### src/hw/rtl/lia_bank.sv
`timescale 1ns / 1ps
// ----------------------------------------------------------------------------
// lia_bank: one bank of the sample table
// Single write port, single read port, registered read data.
// ----------------------------------------------------------------------------
module lia_bank #(
	parameter int DEPTH  = 128,
	parameter int WIDTH  = 16,
	parameter int ADDR_W = 7
) (
	input  logic              clk,
	input  logic              we,
	input  logic [ADDR_W-1:0] waddr,
	input  logic [WIDTH-1:0]  wdata,
	input  logic              re,
	input  logic [ADDR_W-1:0] raddr,
	output logic [WIDTH-1:0]  rdata
);

	logic [WIDTH-1:0] mem [DEPTH];

	always_ff @(posedge clk) begin
		if (we) begin
			mem[waddr] <= wdata;
		end
	end

	always_ff @(posedge clk) begin
		if (re) begin
			rdata <= mem[raddr];
		end
	end

endmodule

### config.mk
export PLATFORM = sky130hd
export DESIGN_NAME = lia_bank
export DESIGN_NICKNAME = d
export VERILOG_FILES = /design/src/hw/rtl/lia_bank.sv
export SDC_FILE = /design/constraint.sdc
export NUM_CORES = 2
export LEC_CHECK = 0
export BUFFER_PORTS_ARGS = -buffer_cell sky130_fd_sc_hd__buf_2
export CAP_MARGIN = 25
export CORE_AREA = 2 2 391 683
export DETAILED_ROUTE_END_ITERATION = 7
export DIE_AREA = 0 0 393 685
export SYNTH_ARGS = -nofsm -noshare
export SYNTH_HDL_FRONTEND = slang
export SYNTH_SLANG_ARGS = --single-unit
### constraint.sdc
create_clock -name clk -period 4.2 [get_ports clk]
set_clock_uncertainty 0.2 [all_clocks]
set_input_delay 0.84 -clock clk [delete_from_list [all_inputs] [get_ports clk]]
set_output_delay 0.84 -clock clk [all_outputs]
set_load 0.02 [all_outputs]
==> summary.md <==
| Metric | Value |
|---|---|
| Status | complete, no violations |
| Critical-path cell list | buf_8 > buf_12 > buf_4 > buf_4 > mux4_2 > mux4_2 > mux4_2 > mux2_2 |
| Max stage delay on crit path | approximately 640 ps |
| RR Endpoint | rdata[12] |
| Root Driver | clkbuf_16 |
| Clock buffer count from CTS | 172 |
| R2r worst-path depth | 4 |
| Crit. Startpoint | raddr[0] |
| Vias in the first global route | between 30,000 and 40,000 |
| Final core occ | 34.51% |
| Reg2reg start | mem[8][12] |
| Remaining global-route overflow | 0 |
| P per Cell Area | 447.4 mW/mm2 |
| Antenna violations before repair | 28 |
| Max Clk Rate | 0.2963 GHz |
| Worst-path maximum fanout | 14 |
| Cell family with most CP delay | multiplexers |
| Most common cell after layout, fill and taps aside | edfxtp_1 |
| Netlist Area Pre-Place | about 0.079 mm2 |
| DRT Pass-1 Iters | 8 |
| Endpoint kind of the worst setup timing path | register |
| Global-route wire length before repair | 294,000 um |
| GR Layer Usage met1 | between 15 and 20% |
| Worst Hold Path Cells | 1 |
| Commonest cells after routing, fill and taps aside | edfxtp_1 (2,064), mux4_2 (672), buf_4 (236) |
| Final setup viols | 0 |
| CP max-delay cell | mux4_2 |
| Pleak | 27.56 nW |
| Core ar. | about 0.26 mm2 |
| Critical Path AT | 3750 ps |
| GR Util All Layers | 15.59% |
| Met2 Track Usage GR | 29.50% |
| CP Data Required Time | 4570 ps |
| H-tree depth | 4 |
| Buffers & Inverters on Critical Path | 4 |
| Via count | 35,250 |
| Reg clk slew, reported paths | 70 ps |
| Hpwl dp | 134,800 um |
| Startpoint Class | input port |
| Mean post-synth cell area | 25.50 um2 |
| Period utilisation layout | 80.35% |
| Site Rows | 250 |
| Final #Nets | 3,459 |
| Most used cell, CP | mux4_2 |
| Ys Warns | 0 |
| Share of layout cells above drive strength 1 | 37.98% |
| Worst Hold End | mem[100][2] |
| Worst-Skew Late Latency | 850 ps |
| Chip width | between 300 and 400 um |
| CTS tree | yes |
| GR peak layer | met2 |
| Sequential fraction of the synthesis area | 78.77% |
| Die area | 0.2692 mm2 |
| GPL Wtd Cong | 0.8241 |
| Syn Inst Count | 3,086 |
| Hold Path Class | input port to register |
| Final setup margin | 825.3 ps |
| CTS Buffer Depth | 4 |
| M3 GR Usage | 1.834% |
| Final slew viol count | 0 |
| Die Y | 685 um |
| Rel. slew slack | 28.51% |
| Clock sinks | 2,064 |
| Initial cell density of the core | 29.77% |
| Fill cells | around 24,000 |
| Peak supply drop | 288.0 uV |
| Remaining antenna violation count | 0 |
| Reg2reg setup slack | about 1300 ps |
| DRC viols | 0 |
| Worst Tran Pin Value | 1072 ps |
| Number of synthesized register bits | approximately 2,100 |
| Vias/cell | 4.972 |
| Area Growth Syn to Fin | 15.91% |
| Largest net degree at the start of global routing | 109 |
| Tmin final | 3375 ps |
| RSZ-0062 raised after global routing | no |
| Port Buffers | 48 |
| Detailed Route WL | 210,800 um |
| CTS Hold Bufs | 0 |
| Max_cap viols | 0 |
| HP Start | wdata[2] |
| Critical Setup Path Class | input port to register |
| Io pins | 49 |
| Wire length per cell | about 30 um |
| Mapped Nets | 3,119 |
| Post-CTS Setup Inserts | 0 |
| Final Hold Vio Count | 0 |
| Starting DRT DRC Count | 3,536 |
| Dpl ws | -30.69 ps |
| Cts repair resizes | 0 |
| Synth unique cells | 16 |
power breakdown:
group | internal, mW | leakage, nW | switching (mW)
clock | 8.46 | 2.59 | 7.21
sequential | 22.7 | 18.6 | 0.0589
combinational | 0.944 | 6.41 | 1.39
layout make-up:
class / instances / area [um2] / share of cell area (%)
well taps: 3528 / 4414 / 4.840
diodes: 22 / 55.05 / 0.06036
multi-input cells: 858 / 16270 / 17.84
clock buffers: 203 / 4463 / 4.893
repair buffers: 330 / 3217 / 3.527
clock inverters: 86 / 803.3 / 0.8807
flip-flops and latches: 2064 / 61980 / 67.96
per-layer routing:
metal  part of all wire [%]  up-vias
li1                       -    14110
met1                     34    19670
met2                     56     1098
met3                    4.3      350
met4                    5.9       26
met5                  0.083        -
flip-flops by register name (all words and copies together), names as in the netlist:
register and flops:
mem 2048, rdata 16
synth_stat cells:
library cell / count / area share, %
edfxtp_1: 2064 / 79
mux4_2: 672 / 19
nor2_1: 122 / 0.58
clkbuf_1: 82 / 0.39
buf_2: 52 / 0.33
buf_1: 28 / 0.13
mux2_2: 16 / 0.23
nand2_1: 14 / 0.067
nand3_1: 12 / 0.076
nor3_1: 9 / 0.057
nor2b_1: 7 / 0.056
nand4_1: 3 / 0.024
nand2b_1: 2 / 0.016
buf_4: 1 / 0.0095
buf_6: 1 / 0.014
or3_1: 1 / 0.0080
cell families (layout without fill, tap and decap cells):
| logic type | after synthesis | after routing | share of synthesized area (%) |
|---|---|---|---|
| DFF | 2064 | 2064 | 78.77 |
| muxes | 688 | 688 | 19.46 |
| and+or+nand+nor | 170 | 170 | 0.8857 |
| buffers and inverters | 164 | 619 | 0.8794 |
| other | 0 | 22 | 0 |
how the worst max path moves through the flow:
stage                 to  depth (start not counted)
2_1_floorplan   rdata[0]                          6
3_3_place_gp   rdata[15]                          8
3_5_place_dp   rdata[15]                          8
4_1_cts        rdata[15]                          8
5_1_grt        rdata[15]                          8
6_report       rdata[15]                          8
metrics by stage:
stage / hold slack (ps) / total power [mW] / instances / instance area [um2] / TNS (ps)
CTS: 288.1 / 41.17 / 7068 / 91120 / 0
detailed placement: 1003 / 25.65 / 6779 / 85850 / -64.80
global route: 208.7 / 41.84 / 7084 / 91190 / 0
global placement: 998.8 / 25.62 / 6779 / 85850 / -65.49
floorplan: 738.9 / 24.36 / 3086 / 78680 / 0
finish: 202.4 / 40.80 / 7091 / 91200 / 0
Power figures use the tool's default switching activity.
