`config.mk`:
```
export PLATFORM = sky130hd
export DESIGN_NAME = lia_interp
export DESIGN_NICKNAME = d
export VERILOG_FILES = /design/src/hw/rtl/lia_pkg.sv /design/src/hw/rtl/lia_interp.sv
export SDC_FILE = /design/constraint.sdc
export NUM_CORES = 1
export LEC_CHECK = 0
export ABC_AREA = 1
export ABC_CLOCK_PERIOD_IN_PS = 9350
export BUFFER_PORTS_ARGS = -buffer_cell sky130_fd_sc_hd__buf_2
export CORE_ASPECT_RATIO = 1.5
export CORE_MARGIN = 4
export CORE_UTILIZATION = 42
export CTS_CLUSTER_DIAMETER = 150
export DETAILED_ROUTE_END_ITERATION = 8
export GPL_TIMING_DRIVEN = 0
export PLACE_DENSITY_LB_ADDON = 0.2
export SYNTH_ARGS = -nofsm -noshare
export SYNTH_HDL_FRONTEND = slang
export SYNTH_SLANG_ARGS = --single-unit
```
`constraint.sdc`:
```
create_clock -name clk -period 9.35 [get_ports clk]
set_clock_uncertainty 0.2 [all_clocks]
set_input_delay 0.4675 -clock clk [delete_from_list [all_inputs] [get_ports clk]]
set_output_delay 0.4675 -clock clk [all_outputs]
set_load 0.02 [all_outputs]
```
`src/hw/rtl/lia_pkg.sv`:
```
`timescale 1ns / 1ps
// ----------------------------------------------------------------------------
// lia_pkg: shared types and constants of the interpolating activation unit
// Register map, mode codes, configuration record and access-stage control.
// ----------------------------------------------------------------------------
package lia_pkg;

	localparam int TABLE_DEPTH_DEF = 256;
	localparam int DATA_WIDTH_DEF  = 16;

	localparam int MODE_W      = 3;
	localparam int RANGE_W     = 16;
	localparam int SCALE_W     = 32;
	localparam int SLOPE_W     = 16;
	localparam int ENTRIES_W   = 9;
	localparam int ENTRY_IDX_W = 8;
	localparam int FRAC_W      = 16;
	localparam int CFG_IDX_W   = 3;
	localparam int CFG_DATA_W  = 32;

	typedef enum logic [CFG_IDX_W-1:0] {
		REG_MODE        = 3'd0,
		REG_RANGE_MIN   = 3'd1,
		REG_RANGE_MAX   = 3'd2,
		REG_INDEX_SCALE = 3'd3,
		REG_LEAKY_SLOPE = 3'd4,
		REG_ENTRIES     = 3'd5
	} cfg_reg_t;

	// codes above MODE_LEAKY all select the table
	localparam logic [MODE_W-1:0] MODE_PASS  = 3'd0;
	localparam logic [MODE_W-1:0] MODE_RELU  = 3'd1;
	localparam logic [MODE_W-1:0] MODE_LEAKY = 3'd2;

	typedef struct packed {
		logic [MODE_W-1:0]         mode;
		logic signed [RANGE_W-1:0] range_min;
		logic signed [RANGE_W-1:0] range_max;
		logic [SCALE_W-1:0]        index_scale;
		logic [SLOPE_W-1:0]        leaky_slope;
		logic [ENTRIES_W-1:0]      entries;
	} cfg_t;

	localparam cfg_t CFG_RESET = '{
		mode:        MODE_PASS,
		range_min:   16'sh8000,
		range_max:   16'sh7fff,
		index_scale: 32'h0001_0000,
		leaky_slope: 16'd655,
		entries:     9'd256
	};

	// control of the beat sitting in the table access stage
	typedef struct packed {
		logic valid;
		logic write;
		logic table_mode;
		logic odd;
	} acc_ctl_t;

endpackage

```
`src/hw/rtl/lia_interp.sv`:
```
`timescale 1ns / 1ps
// ----------------------------------------------------------------------------
// lia_interp: back pipeline, stages five to seven
// Pairs the bank outputs, interpolates and holds the result register.
// ----------------------------------------------------------------------------
module lia_interp #(
	parameter int DATA_WIDTH = lia_pkg::DATA_WIDTH_DEF
) (
	input  logic                         clk,
	input  logic                         arst_n,
	input  lia_pkg::acc_ctl_t            ctl_s4,
	input  logic [lia_pkg::FRAC_W-1:0]   frac_s4,
	input  logic signed [DATA_WIDTH-1:0] direct_s4,
	input  logic [DATA_WIDTH-1:0]        rd_even,
	input  logic [DATA_WIDTH-1:0]        rd_odd,
	output logic                         adv,
	output logic                         res_valid,
	input  logic                         res_stall,
	output logic signed [DATA_WIDTH-1:0] result
);
	import lia_pkg::*;

	localparam int DELTA_W = DATA_WIDTH + 1;
	localparam int IP_W    = DELTA_W + FRAC_W + 1;

	logic en5, en6, en7;
	logic v5_q, v6_q, v7_q;

	logic                         table_s5, odd_s5;
	logic [FRAC_W-1:0]            frac_s5;
	logic signed [DATA_WIDTH-1:0] direct_s5;

	logic signed [DATA_WIDTH-1:0] y0, y1;
	logic signed [DELTA_W-1:0]    delta;

	logic                         table_s6;
	logic signed [DATA_WIDTH-1:0] y0_s6, direct_s6;
	logic signed [IP_W-1:0]       prod_s6;
	logic signed [IP_W-1:0]       ip_shift, ip_sum;

	logic signed [DATA_WIDTH-1:0] result_s7;

	assign en7 = !v7_q || !res_stall;
	assign en6 = !v6_q || en7;
	assign en5 = !v5_q || en6;
	assign adv = en5;

	always_ff @(posedge clk or negedge arst_n) begin
		if (!arst_n) begin
			v5_q <= 1'b0;
			v6_q <= 1'b0;
			v7_q <= 1'b0;
		end else begin
			// write beats end at the table and give no result
			if (en5) v5_q <= ctl_s4.valid && !ctl_s4.write;
			if (en6) v6_q <= v5_q;
			if (en7) v7_q <= v6_q;
		end
	end

	always_ff @(posedge clk) begin
		if (en5) begin
			table_s5  <= ctl_s4.table_mode;
			odd_s5    <= ctl_s4.odd;
			frac_s5   <= frac_s4;
			direct_s5 <= direct_s4;
		end
	end

	assign y0    = odd_s5 ? $signed(rd_odd)  : $signed(rd_even);
	assign y1    = odd_s5 ? $signed(rd_even) : $signed(rd_odd);
	assign delta = DELTA_W'(y1) - DELTA_W'(y0);

	always_ff @(posedge clk) begin
		if (en6) begin
			table_s6  <= table_s5;
			y0_s6     <= y0;
			direct_s6 <= direct_s5;
			prod_s6   <= IP_W'($signed({1'b0, frac_s5})) * IP_W'(delta);
		end
	end

	assign ip_shift = prod_s6 >>> FRAC_W;
	assign ip_sum   = ip_shift + IP_W'(y0_s6);

	always_ff @(posedge clk) begin
		if (en7) begin
			result_s7 <= table_s6 ? ip_sum[DATA_WIDTH-1:0] : direct_s6;
		end
	end

	assign res_valid = v7_q;
	assign result    = result_s7;

endmodule

```
==> run metrics <==
post-cts gate resize count=0; ratio of cells with drive above 1 in the final layout=0.0766; first-iteration detailed-routing DRC count=626; share of the synthesized area in the top cell type=0.287; root buf cell=sky130_fd_sc_hd__clkbuf_16; setup-violating endpoint count in the final report=0; diode insertion count for antenna repair=0; total placed cells including tap cells=2275; number of max-slew violations in the final report=0; final hold violations=0; residual antenna-violating net count after detailed routing=0; number of clock sinks=102; WP data arrival=8.69 ns; Worst slew margin=0.142; final design utilization=0.465; worst hold-check path type=input port to flop; initial antenna violation count=0; outcome=complete, no violations; Worst Tran Pin Value=1.28 ns; drt wl/cell=18.7 um; part of the Yosys area used for sequential elements=0.208; nets in the synthesized netlist=2184; Final Net Count=2286; die area=0.0379 mm2; post-synth design cell area=0.0146 mm2; Post-Route Setup TNS=0 ns; clock tree from TritonCTS=built; drc violations=0; min setup slack post-route=0.562 ns; total track usage=0.231; number of placement rows=83; # IOs=89; post-route fraction of the period consumed by the critical path=0.940; count of flip-flops with a built-in enable after synthesis=99; Hold Crit Depth=1; hold-fix buffers at CTS=1; leading area contributor after synthesis=sky130_fd_sc_hd__fa_1; CP endpoint kind=flop; highest achievable clock rate=114 MHz; IO Port Bufs=88; clock period minus worst slack=8.79 ns; Hold Startpoint=frac_s4[8]; post-CTS setup-driven buffer insertion count=0; floorplan core area=0.0343 mm2; count of maximum capacitance violations=0; async set-or-reset flop fraction in the synthesized netlist=0.0294; total congestion overflow after global routing=0; number of cells in the finished layout apart from fillers=2292; Reg2Reg Depth=29; Die H=237 um; number of vias after detailed routing=11752; cell types with the largest area share after synthesis=sky130_fd_sc_hd__fa_1, sky130_fd_sc_hd__edfxtp_1, sky130_fd_sc_hd__ha_1; endpoint of the most critical register-to-register path=prod_s6[21]$_DFFE_PP_; overall routed net length=42900 um; unrepaired setup endpoints after global routing=false; Required @ worst endpoint=9.25 ns; area added between synthesis and finish=8.92%; CP Launch Type=flop; warnings from Yosys=0; number of global-route vias before repair=12270; wire length of the first global-routing pass=67000 um; slack of the worst reg-to-reg path=0.56 ns; Clk pin slew, worst setup/hold paths=0.08 ns; origin of the critical flop-to-flop path=odd_s5$_DFFE_PP_; synthesized instance count=1760; Setup WS pre-CTS=0.538 ns; number of levels in the clock H-tree=3; clock latency at the later pin of the worst-skew pair=0.38 ns; largest driver fanout on the critical path=10; Initial DRT Pass Iterations=7; Initial Util=0.427; horizontal die dimension=160 um; Netlist cell types=39; post-synthesis register bit count=102; pin count of the biggest net entering global routing=39; RePlAce Congestion=0.965; cell with the largest stage delay on the worst path=sky130_fd_sc_hd__xor2_1; startpoint-to-endpoint class of the critical path=flop to flop; DPL Wire Length=37600 um; mean instance size in the synthesized netlist=8.31 um2; hold path endpoint=frac_s5[8]$_DFFE_PP_; flip-flop cell with the highest count after synthesis=sky130_fd_sc_hd__edfxtp_1; maximum clock path buffer count=2; worst stage delay on the critical path=1.01 ns; number of clock buffers inserted by TritonCTS=9; Vias/cell=5.13
[cells by family (layout without fill, tap and decap cells)]
group                    count (synthesis)  after routing  share of synthesized area
adder cells (fa/ha/maj)                353            353                      0.410
AO/OA/AOI/OAI                          152            152                     0.0577
flip-flops                             102            102                      0.208
XOR/XNOR                                23             23                     0.0138
AND/OR/NAND/NOR                        659            659                      0.188
buffers and inverters                  471            578                      0.123
[how the worst max path moves through the flow]
stage / from / to / depth (start not counted)
floorplan: odd_s5$_DFFE_PP_ / prod_s6[21]$_DFFE_PP_ / 33
global placement: odd_s5$_DFFE_PP_ / prod_s6[21]$_DFFE_PP_ / 29
detailed placement: odd_s5$_DFFE_PP_ / prod_s6[21]$_DFFE_PP_ / 29
CTS: odd_s5$_DFFE_PP_ / prod_s6[21]$_DFFE_PP_ / 29
global route: odd_s5$_DFFE_PP_ / prod_s6[21]$_DFFE_PP_ / 29
finish: odd_s5$_DFFE_PP_ / prod_s6[21]$_DFFE_PP_ / 29
[cell usage after synthesis, types with 6 or more instances]
cell	n
sky130_fd_sc_hd__a31oi_1	8
sky130_fd_sc_hd__xor2_1	17
sky130_fd_sc_hd__a21o_1	7
sky130_fd_sc_hd__or2_2	8
sky130_fd_sc_hd__nor3_1	11
sky130_fd_sc_hd__nand2_2	7
sky130_fd_sc_hd__nand3_1	122
sky130_fd_sc_hd__buf_2	8
sky130_fd_sc_hd__ha_1	143
sky130_fd_sc_hd__a21oi_1	49
sky130_fd_sc_hd__fa_1	210
sky130_fd_sc_hd__o21ai_0	66
sky130_fd_sc_hd__xnor2_1	6
sky130_fd_sc_hd__nor2_1	178
sky130_fd_sc_hd__o21bai_1	7
sky130_fd_sc_hd__nand2_1	315
sky130_fd_sc_hd__inv_1	424
sky130_fd_sc_hd__edfxtp_1	99
sky130_fd_sc_hd__clkbuf_1	32
[through the flow]
stage	cell area [um2]	hold WS (ns)
2_1_floorplan	14600	-0.0281
3_3_place_gp	15600	0.0637
3_5_place_dp	15600	0.0644
4_1_cts	15900	0.0300
5_1_grt	15900	0.0410
6_report	15900	0.0557
[cell type report]
type                    count  area, um2
plain buffers              43        186
clock buffers               9        225
clock inverters             7       55.1
fillers                  3440      18300
inverters                 428       1610
multi-input cells        1187       9790
flip-flops and latches    102       3050
well taps                 425        532
repair buffers             91        490
[registers in the layout (all words and copies together) (netlist names)]
name,flops
direct_s6,16
odd_s5,1
result,16
prod_s6,16
frac_s5,16
v6_q,1
res_valid,1
v5_q,1
direct_s5,16
table_s6,1
y0_s6,16
table_s5,1
[worst max-delay path, delay by kind of cell (launching register included)]
family | cells | cell delay (ns)
simple gates | 5 | 0.66
compound gates | 4 | 1.07
buf+inv | 9 | 1.25
fa+ha+maj | 9 | 3.83
flops | 1 | 0.31
xor+xnor | 2 | 1.14
[per-layer routing]
metal	part of all wire	vias up	routed length, um	GRT usage
met4	0.049	0	2120	0.0997
li1	-	5611	-	-
met2	0.55	294	23600	0.445
met1	0.37	5757	15700	0.252
met5	0	-	0	0
met3	0.034	90	1470	0.0249
[cell usage in the layout (no fill, tap or decap), types with 7 or more instances in the layout]
master,n
sky130_fd_sc_hd__inv_1,423
sky130_fd_sc_hd__nand2_1,314
sky130_fd_sc_hd__fa_1,210
sky130_fd_sc_hd__nor2_1,178
sky130_fd_sc_hd__ha_1,143
sky130_fd_sc_hd__nand3_1,122
sky130_fd_sc_hd__edfxtp_1,99
sky130_fd_sc_hd__buf_2,96
sky130_fd_sc_hd__o21ai_0,66
sky130_fd_sc_hd__a21oi_1,49
sky130_fd_sc_hd__clkbuf_1,32
sky130_fd_sc_hd__xor2_1,17
sky130_fd_sc_hd__nor3_1,11
sky130_fd_sc_hd__clkbuf_16,9
sky130_fd_sc_hd__nand2_2,8
sky130_fd_sc_hd__or2_2,8
sky130_fd_sc_hd__a31oi_1,8
sky130_fd_sc_hd__o21bai_1,7
sky130_fd_sc_hd__a21o_1,7
Power is not shown: default switching activity piles up to over one toggle a cycle in this logic, so the estimate is an artifact.
