**src/hw/rtl/lia_pkg.sv**
```systemverilog
`timescale 1ns / 1ps
// ----------------------------------------------------------------------------
// lia_pkg: shared types and constants of the interpolating activation unit
// Register map, mode codes, configuration record and access-stage control.
// ----------------------------------------------------------------------------
package lia_pkg;

	localparam int TABLE_DEPTH_DEF = 256;
	localparam int DATA_WIDTH_DEF  = 16;

	localparam int MODE_W      = 3;
	localparam int RANGE_W     = 16;
	localparam int SCALE_W     = 32;
	localparam int SLOPE_W     = 16;
	localparam int ENTRIES_W   = 9;
	localparam int ENTRY_IDX_W = 8;
	localparam int FRAC_W      = 16;
	localparam int CFG_IDX_W   = 3;
	localparam int CFG_DATA_W  = 32;

	typedef enum logic [CFG_IDX_W-1:0] {
		REG_MODE        = 3'd0,
		REG_RANGE_MIN   = 3'd1,
		REG_RANGE_MAX   = 3'd2,
		REG_INDEX_SCALE = 3'd3,
		REG_LEAKY_SLOPE = 3'd4,
		REG_ENTRIES     = 3'd5
	} cfg_reg_t;

	// codes above MODE_LEAKY all select the table
	localparam logic [MODE_W-1:0] MODE_PASS  = 3'd0;
	localparam logic [MODE_W-1:0] MODE_RELU  = 3'd1;
	localparam logic [MODE_W-1:0] MODE_LEAKY = 3'd2;

	typedef struct packed {
		logic [MODE_W-1:0]         mode;
		logic signed [RANGE_W-1:0] range_min;
		logic signed [RANGE_W-1:0] range_max;
		logic [SCALE_W-1:0]        index_scale;
		logic [SLOPE_W-1:0]        leaky_slope;
		logic [ENTRIES_W-1:0]      entries;
	} cfg_t;

	localparam cfg_t CFG_RESET = '{
		mode:        MODE_PASS,
		range_min:   16'sh8000,
		range_max:   16'sh7fff,
		index_scale: 32'h0001_0000,
		leaky_slope: 16'd655,
		entries:     9'd256
	};

	// control of the beat sitting in the table access stage
	typedef struct packed {
		logic valid;
		logic write;
		logic table_mode;
		logic odd;
	} acc_ctl_t;

endpackage

```
**src/hw/rtl/lia_index.sv**
```systemverilog
`timescale 1ns / 1ps
// ----------------------------------------------------------------------------
// lia_index: front pipeline, stages one to four
// Range clamp, index scaling, fixed activations and table read index.
// ----------------------------------------------------------------------------
module lia_index #(
	parameter int TABLE_DEPTH = lia_pkg::TABLE_DEPTH_DEF,
	parameter int DATA_WIDTH  = lia_pkg::DATA_WIDTH_DEF,
	parameter int AW          = $clog2(lia_pkg::TABLE_DEPTH_DEF)
) (
	input  logic                               clk,
	input  logic                               arst_n,
	input  lia_pkg::cfg_t                      cfg,
	input  logic                               item_valid,
	output logic                               item_stall,
	input  logic                               operation,
	input  logic signed [DATA_WIDTH-1:0]       value,
	input  logic [lia_pkg::ENTRY_IDX_W-1:0]    entry_index,
	input  logic signed [DATA_WIDTH-1:0]       entry_value,
	input  logic                               adv,
	output lia_pkg::acc_ctl_t                  ctl_s4,
	output logic [AW-1:0]                      ri_s4,
	output logic [lia_pkg::FRAC_W-1:0]         frac_s4,
	output logic signed [DATA_WIDTH-1:0]       direct_s4,
	output logic [lia_pkg::ENTRY_IDX_W-1:0]    widx_s4,
	output logic signed [DATA_WIDTH-1:0]       wval_s4
);
	import lia_pkg::*;

	localparam int EXT_W  = ((DATA_WIDTH > RANGE_W) ? DATA_WIDTH : RANGE_W) + 1;
	localparam int PROD_W = EXT_W + FRAC_W;
	localparam int SUM_W  = PROD_W + 1;
	localparam int LEAK_W = DATA_WIDTH + SLOPE_W + 1;
	localparam int CNT_W  = $clog2(TABLE_DEPTH + 1);

	logic en1, en2, en3, en4;
	logic v1_q, v2_q, v3_q, v4_q;

	// stage one
	logic signed [EXT_W-1:0]      x_ext, rmin_ext, rmax_ext;
	logic                         op_s1, lo_s1, hi_s1;
	logic signed [DATA_WIDTH-1:0] x_s1, wval_s1;
	logic [ENTRY_IDX_W-1:0]       widx_s1;
	logic [EXT_W-1:0]             diff_s1;

	// stage two
	logic                         op_s2, lo_s2, hi_s2;
	logic signed [DATA_WIDTH-1:0] x_s2, wval_s2;
	logic [ENTRY_IDX_W-1:0]       widx_s2;
	logic [PROD_W-1:0]            phi_s2, plo_s2;
	logic signed [LEAK_W-1:0]     leak_s2;

	// stage three
	logic                         op_s3, lo_s3, hi_s3;
	logic signed [DATA_WIDTH-1:0] wval_s3, direct_s3, direct_d;
	logic [ENTRY_IDX_W-1:0]       widx_s3;
	logic [SUM_W-1:0]             idx_s3;
	logic [FRAC_W-1:0]            frac_s3;

	// stage four
	logic                         op_s4, table_s4;
	logic [CNT_W-1:0]             n_eff;
	logic [AW-1:0]                last_idx, ri_d;
	logic                         beyond, to_edge;

	assign en4 = !v4_q || adv;
	assign en3 = !v3_q || en4;
	assign en2 = !v2_q || en3;
	assign en1 = !v1_q || en2;
	assign item_stall = !en1;

	always_ff @(posedge clk or negedge arst_n) begin
		if (!arst_n) begin
			v1_q <= 1'b0;
			v2_q <= 1'b0;
			v3_q <= 1'b0;
			v4_q <= 1'b0;
		end else begin
			if (en1) v1_q <= item_valid;
			if (en2) v2_q <= v1_q;
			if (en3) v3_q <= v2_q;
			if (en4) v4_q <= v3_q;
		end
	end

	assign x_ext    = EXT_W'(value);
	assign rmin_ext = EXT_W'(cfg.range_min);
	assign rmax_ext = EXT_W'(cfg.range_max);

	always_ff @(posedge clk) begin
		if (en1 && item_valid) begin
			op_s1   <= operation;
			x_s1    <= value;
			widx_s1 <= entry_index;
			wval_s1 <= entry_value;
			lo_s1   <= (x_ext <= rmin_ext);
			hi_s1   <= (x_ext >= rmax_ext);
			diff_s1 <= EXT_W'(x_ext - rmin_ext);
		end
	end

	always_ff @(posedge clk) begin
		if (en2) begin
			op_s2   <= op_s1;
			x_s2    <= x_s1;
			widx_s2 <= widx_s1;
			wval_s2 <= wval_s1;
			lo_s2   <= lo_s1;
			hi_s2   <= hi_s1;
			phi_s2  <= PROD_W'(diff_s1) * PROD_W'(cfg.index_scale[SCALE_W-1:FRAC_W]);
			plo_s2  <= PROD_W'(diff_s1) * PROD_W'(cfg.index_scale[FRAC_W-1:0]);
			leak_s2 <= LEAK_W'(x_s1) * LEAK_W'($signed({1'b0, cfg.leaky_slope}));
		end
	end

	always_comb begin
		case (cfg.mode)
			MODE_PASS:  direct_d = x_s2;
			MODE_RELU:  direct_d = (x_s2 > 0) ? x_s2 : '0;
			// arithmetic shift floors the scaled product
			MODE_LEAKY: direct_d = (x_s2 > 0) ? x_s2 : leak_s2[FRAC_W +: DATA_WIDTH];
			default:    direct_d = x_s2;
		endcase
	end

	always_ff @(posedge clk) begin
		if (en3) begin
			op_s3     <= op_s2;
			widx_s3   <= widx_s2;
			wval_s3   <= wval_s2;
			lo_s3     <= lo_s2;
			hi_s3     <= hi_s2;
			direct_s3 <= direct_d;
			idx_s3    <= SUM_W'(phi_s2) + SUM_W'(plo_s2 >> FRAC_W);
			frac_s3   <= plo_s2[FRAC_W-1:0];
		end
	end

	always_comb begin
		if (int'(cfg.entries) > TABLE_DEPTH) begin
			n_eff = CNT_W'(TABLE_DEPTH);
		end else if (cfg.entries < ENTRIES_W'(2)) begin
			n_eff = CNT_W'(2);
		end else begin
			n_eff = CNT_W'(cfg.entries);
		end
		last_idx = AW'(n_eff - CNT_W'(1));
		beyond   = (idx_s3 >= SUM_W'(last_idx));
		to_edge  = lo_s3 || hi_s3 || beyond;
		if (lo_s3) begin
			ri_d = '0;
		end else if (hi_s3 || beyond) begin
			ri_d = last_idx;
		end else begin
			ri_d = idx_s3[AW-1:0];
		end
	end

	always_ff @(posedge clk) begin
		if (en4) begin
			op_s4     <= op_s3;
			widx_s4   <= widx_s3;
			wval_s4   <= wval_s3;
			direct_s4 <= direct_s3;
			ri_s4     <= ri_d;
			// a single entry is an interpolation with zero fraction
			frac_s4   <= to_edge ? '0 : frac_s3;
			table_s4  <= (cfg.mode > MODE_LEAKY);
		end
	end

	assign ctl_s4.valid      = v4_q;
	assign ctl_s4.write      = op_s4;
	assign ctl_s4.table_mode = table_s4;
	assign ctl_s4.odd        = ri_s4[0];

endmodule

```
**config.mk**
```make
export PLATFORM = sky130hd
export DESIGN_NAME = lia_index
export DESIGN_NICKNAME = d
export VERILOG_FILES = /design/src/hw/rtl/lia_pkg.sv /design/src/hw/rtl/lia_index.sv
export SDC_FILE = /design/constraint.sdc
export NUM_CORES = 2
export LEC_CHECK = 0
export BUFFER_PORTS_ARGS = -buffer_cell sky130_fd_sc_hd__buf_2
export CAP_MARGIN = 20
export CORE_MARGIN = 3
export CORE_UTILIZATION = 65
export CTS_BUF_LIST = sky130_fd_sc_hd__clkbuf_8
export CTS_CLUSTER_DIAMETER = 150
export DETAILED_ROUTE_END_ITERATION = 10
export GPL_TIMING_DRIVEN = 0
export PLACE_DENSITY = 0.82
export RECOVER_POWER = 50
export SETUP_SLACK_MARGIN = 0.05
export SLEW_MARGIN = 25
export SYNTH_ARGS = -nofsm -noshare
export SYNTH_HDL_FRONTEND = slang
export SYNTH_SLANG_ARGS = --single-unit
```
**constraint.sdc**
```tcl
create_clock -name clk -period 9.4 [get_ports clk]
set_input_delay 1.88 -clock clk [delete_from_list [all_inputs] [get_ports clk]]
set_output_delay 1.88 -clock clk [all_outputs]
set_load 0.02 [all_outputs]
```
==> results.md <==
Synthesis:
- The cell area after synthesis is roughly 41000 sq um.
- The fraction of synthesized cell area taken by the top area cell type is 0.301.
- The largest total area in the synthesized netlist belongs to fa_1.
- The post-synthesis sequential area ratio is 0.257.
- In the post-synthesis netlist, the biggest area contributors are fa_1 30%, edfxtp_1 25%, ha_1 12%, inv_1 7.2%, and2_1 6.1%.
- The synthesized design contains between 300 and 400 enable-type register cells.
- The top flip-flop cell by instance count after synthesis is edfxtp_1.
- After synthesis, the netlist uses 84 different library cells.
- For this run, asynchronously set or reset flops after synthesis account for 0.0115.
- The synthesized design contains between 300 and 400 register bits.
- A synthesized cell averages approximately 10 sq um.
- The cell count after synthesis came out at between 3000 and 4000.
- The total number of yosys warnings is 0.
- The synthesized netlist net count is between 5000 and 6000.

Clock network:
- After clock tree synthesis, the clock-pin slew on the worst setup and hold paths is 0.06 ns.
- Post-CTS timing repair inserted 0 buffers for setup.
- CTS placed an instance of clkbuf_8 at the clock tree root.
- The post-cts hold buffer count is 0.
- CTS saw roughly 350 sinks.
- The total number of H-tree levels is 2.
- The later pin in the worst-skew pair is clocked with a latency of 0.67 ns.
- The number of resized instances in the post-cts repair step is 0.
- The number of buffers between clock root and the deepest sink is 3.
- The number of CTS-inserted buffers is 57.
- The CTS tree is yes.

Die:
- For this design the top-level I/O count stands at 206.
- The overall die height is 256 microns.
- The number of standard-cell rows in the floorplan is 90.
- The die footprint is around 66000 sq um.
- The initial core utilization is 0.665.
- Measured along the x axis, the die boundary spans 256 microns.
- The region available for standard cell placement spans 61000 sq um.

Finish:
- The final core utilization is 0.718.
- The most common cell after layout, fill and taps aside is inv_1.
- Leaving out filler cells and counting taps, the final layout contains 5088.
- At the end of the flow, the number of nets in the layout was around 5300.
- In the final layout, the share of cells above drive strength 1 is 0.0670.
- In the layout the commonest cells are 787 x inv_1, 611 x fa_1, 469 x nand2_1, 392 x and2_1, 383 x ha_1.
- The area of all placed cells without fillers is 43800 sq um.
- The signed area change from the synthesized netlist to the final layout is 7.98%.

Placement:
- The area of placed instances is about 43000 sq um.
- Port buffering added 203 buffers.
- The congestion estimate from routability-driven global placement came to slightly below 1.
- The post-DP HPWL is between 80000 and 90000 microns.
- Once placement completed, the tool counted placed cells totaling about 5000.

GRT:
- In the global route stage, overall resource usage came out at 0.329.
- The leftover overflow at the end of global routing is 0.
- The number of global-route vias before repair was between 20000 and 30000.
- Entering global routing, the biggest net connects approximately 50 pins.
- The global-route wire length before repair is ~170000 microns.
- The number of antenna violations at the first check in global routing was 8.

Drt:
- Dividing the detail-routed via count by the number of cells gives a little under 6.
- The routed wire length is around 110000 microns.
- In the final routed layout, each cell accounts on average for approximately 21 microns.
- The first-pass iteration count of the detailed router is 5.
- The number of remaining DRC errors is 0.
- The violation count after the first detailed-routing iteration is ~3200.
- The via total after detailed routing is between 20000 and 30000.
- The remaining antenna violation count after routing is 0.

Worst setup path:
- Of all nets on the critical path, the largest fanout is 10.
- The type of the worst setup path is input pin to flip-flop.
- The internal reg-to-reg setup slack is roughly 1.7 ns.
- The data arrival time of the critical path is approximately 8.5 ns.
- The worst setup path is launched from an input pin.
- The critical path endpoint category is a flip-flop.
- STA puts the critical path data required time at slightly below 10 ns.

Run status:
- The flow ran to the end, but the final reports show violations.
- The checks that failed: capacitance limit, slew limit.

Timing:
- Dividing the final minimum period by the clock period gives 0.862.
- The worst-margin pin slew is slightly above 3 ns.
- The total count of max-transition violations in the final report is 183.
- The final period demand of the worst path is a little over 8 ns.
- Setup repair after global routing left no endpoint under its margin.
- The number of hold violations in the final report is 0.
- The maximum clock skew at final layout is around 0.063 ns.
- The aggregate negative setup slack is 0 ns.
- The normalized max-slew margin is -1.05.
- Setup violations remaining at the end of the flow were counted as 0.
- The fmax is 123 MHz.

Hold path:
- The worst hold path belongs to the class flip-flop to flip-flop.

Run:
- The number of maximum-capacitance constraint violations is 4.
## state kept, by name, indices dropped and copies added (netlist names), 8 cells and up
| name | flops |
|---|---|
| diff_s1 | 17 |
| direct_s3 | 16 |
| direct_s4 | 16 |
| frac_s3 | 16 |
| frac_s4 | 16 |
| idx_s3 | 34 |
| leak_s2 | 16 |
| phi_s2 | 33 |
| plo_s2 | 33 |
| ri_s4 | 8 |
| widx_s1 | 8 |
| widx_s2 | 8 |
| widx_s3 | 8 |
| widx_s4 | 8 |
| wval_s1 | 16 |
| wval_s2 | 16 |
| wval_s3 | 16 |
| wval_s4 | 16 |
| x_s1 | 16 |
| x_s2 | 16 |
## layout make-up
| type | count | area (sq um) |
|---|---|---|
| Multi-Input combinational cell | 2675 | 26700 |
| Fill cell | 4508 | 17200 |
| Sequential cell | 348 | 10400 |
| Inverter | 778 | 2920 |
| Timing Repair Buffer | 208 | 1050 |
| Tap cell | 828 | 1040 |
| Clock buffer | 57 | 785 |
| Buffer | 141 | 568 |
| Clock inverter | 46 | 364 |
| Antenna cell | 7 | 17.5 |
## layer usage
metal	up-vias	global-route usage	routed length (microns)
met5	-	0	13
met4	2	0.122	4260
met3	250	0.0813	12900
met2	1653	0.494	46200
met1	14600	0.468	42400
li1	13100	-	-
## cell families (layout without fill, tap and decap cells)
kind of cell	after synthesis	after routing	synth area share
compound gates	419	419	0.0703
xor+xnor	117	117	0.0252
fa+ha+maj	994	994	0.419
buf+inv	919	1230	0.0859
flops	348	348	0.257
mux	2	2	0.000524
other cells	0	7	0
simple gates	1143	1143	0.142
## final timing paths
path                              from           to  cells after the start
setup / recovery               cfg[20]  leak_s2[31]                     20
hold / removal             wval_s2[11]  wval_s3[11]                      0
setup reg to reg              x_s1[15]  leak_s2[31]                     19
hold reg to reg            wval_s2[11]  wval_s3[11]                      0
max in group asynchronous       arst_n         v1_q                      1
min in group asynchronous       arst_n         v3_q                      1
## cells in the mapped netlist, types with 4 or more instances
master      n
o21bai_1   18
o21ai_0    58
or3_1       7
a22o_1     18
nand2b_1   17
nand2_1   469
and3_1     21
nor3b_1    18
o21ai_1     7
a211o_1     4
xnor2_1    76
nor2_1     95
a211oi_1   20
o311ai_1    4
dfrtp_1     4
o21a_1     21
inv_1     777
o211ai_1   20
edfxtp_1  344
xor2_1     41
nand4_1    18
buf_4       4
or2_2       4
o31ai_1     7
clkbuf_1  129
nor3_1     24
a21oi_1    94
a21boi_0   10
o31a_1      4
fa_1      611
nor2b_1    20
a31oi_1    18
or4_1       5
a221oi_1    5
buf_1       6
ha_1      383
a21o_1     73
and2_1    395
nand3_1    21
nor4_1     12
## stage by stage
| stage | setup WS [ns] | hold slack (ns) |
|---|---|---|
| after floorplan | 1.91 | 0.400 |
| after global placement | 0.752 | 0.400 |
| after detailed placement | 0.768 | 0.405 |
| after CTS | 1.47 | 0.374 |
| after global routing | 1.02 | 0.386 |
| final | 1.29 | 0.388 |
## critical path, stage by stage
cell	delay [ns]
buf_2	0.22
clkbuf_1	0.51
nand2_1	0.17
fa_1	0.54
fa_1	0.53
inv_1	0.07
fa_1	0.58
fa_1	0.44
fa_1	0.49
inv_1	0.05
fa_1	0.47
inv_1	0.04
ha_1	0.35
a21oi_1	0.44
o21ai_0	0.25
a31oi_1	0.21
o21ai_0	0.09
a21oi_1	0.41
o21ai_0	0.17
xnor2_1	0.55
Power is left out: the tool's default activity adds up to more than one toggle a clock period on the data nets, which glitch-free logic cannot reach.
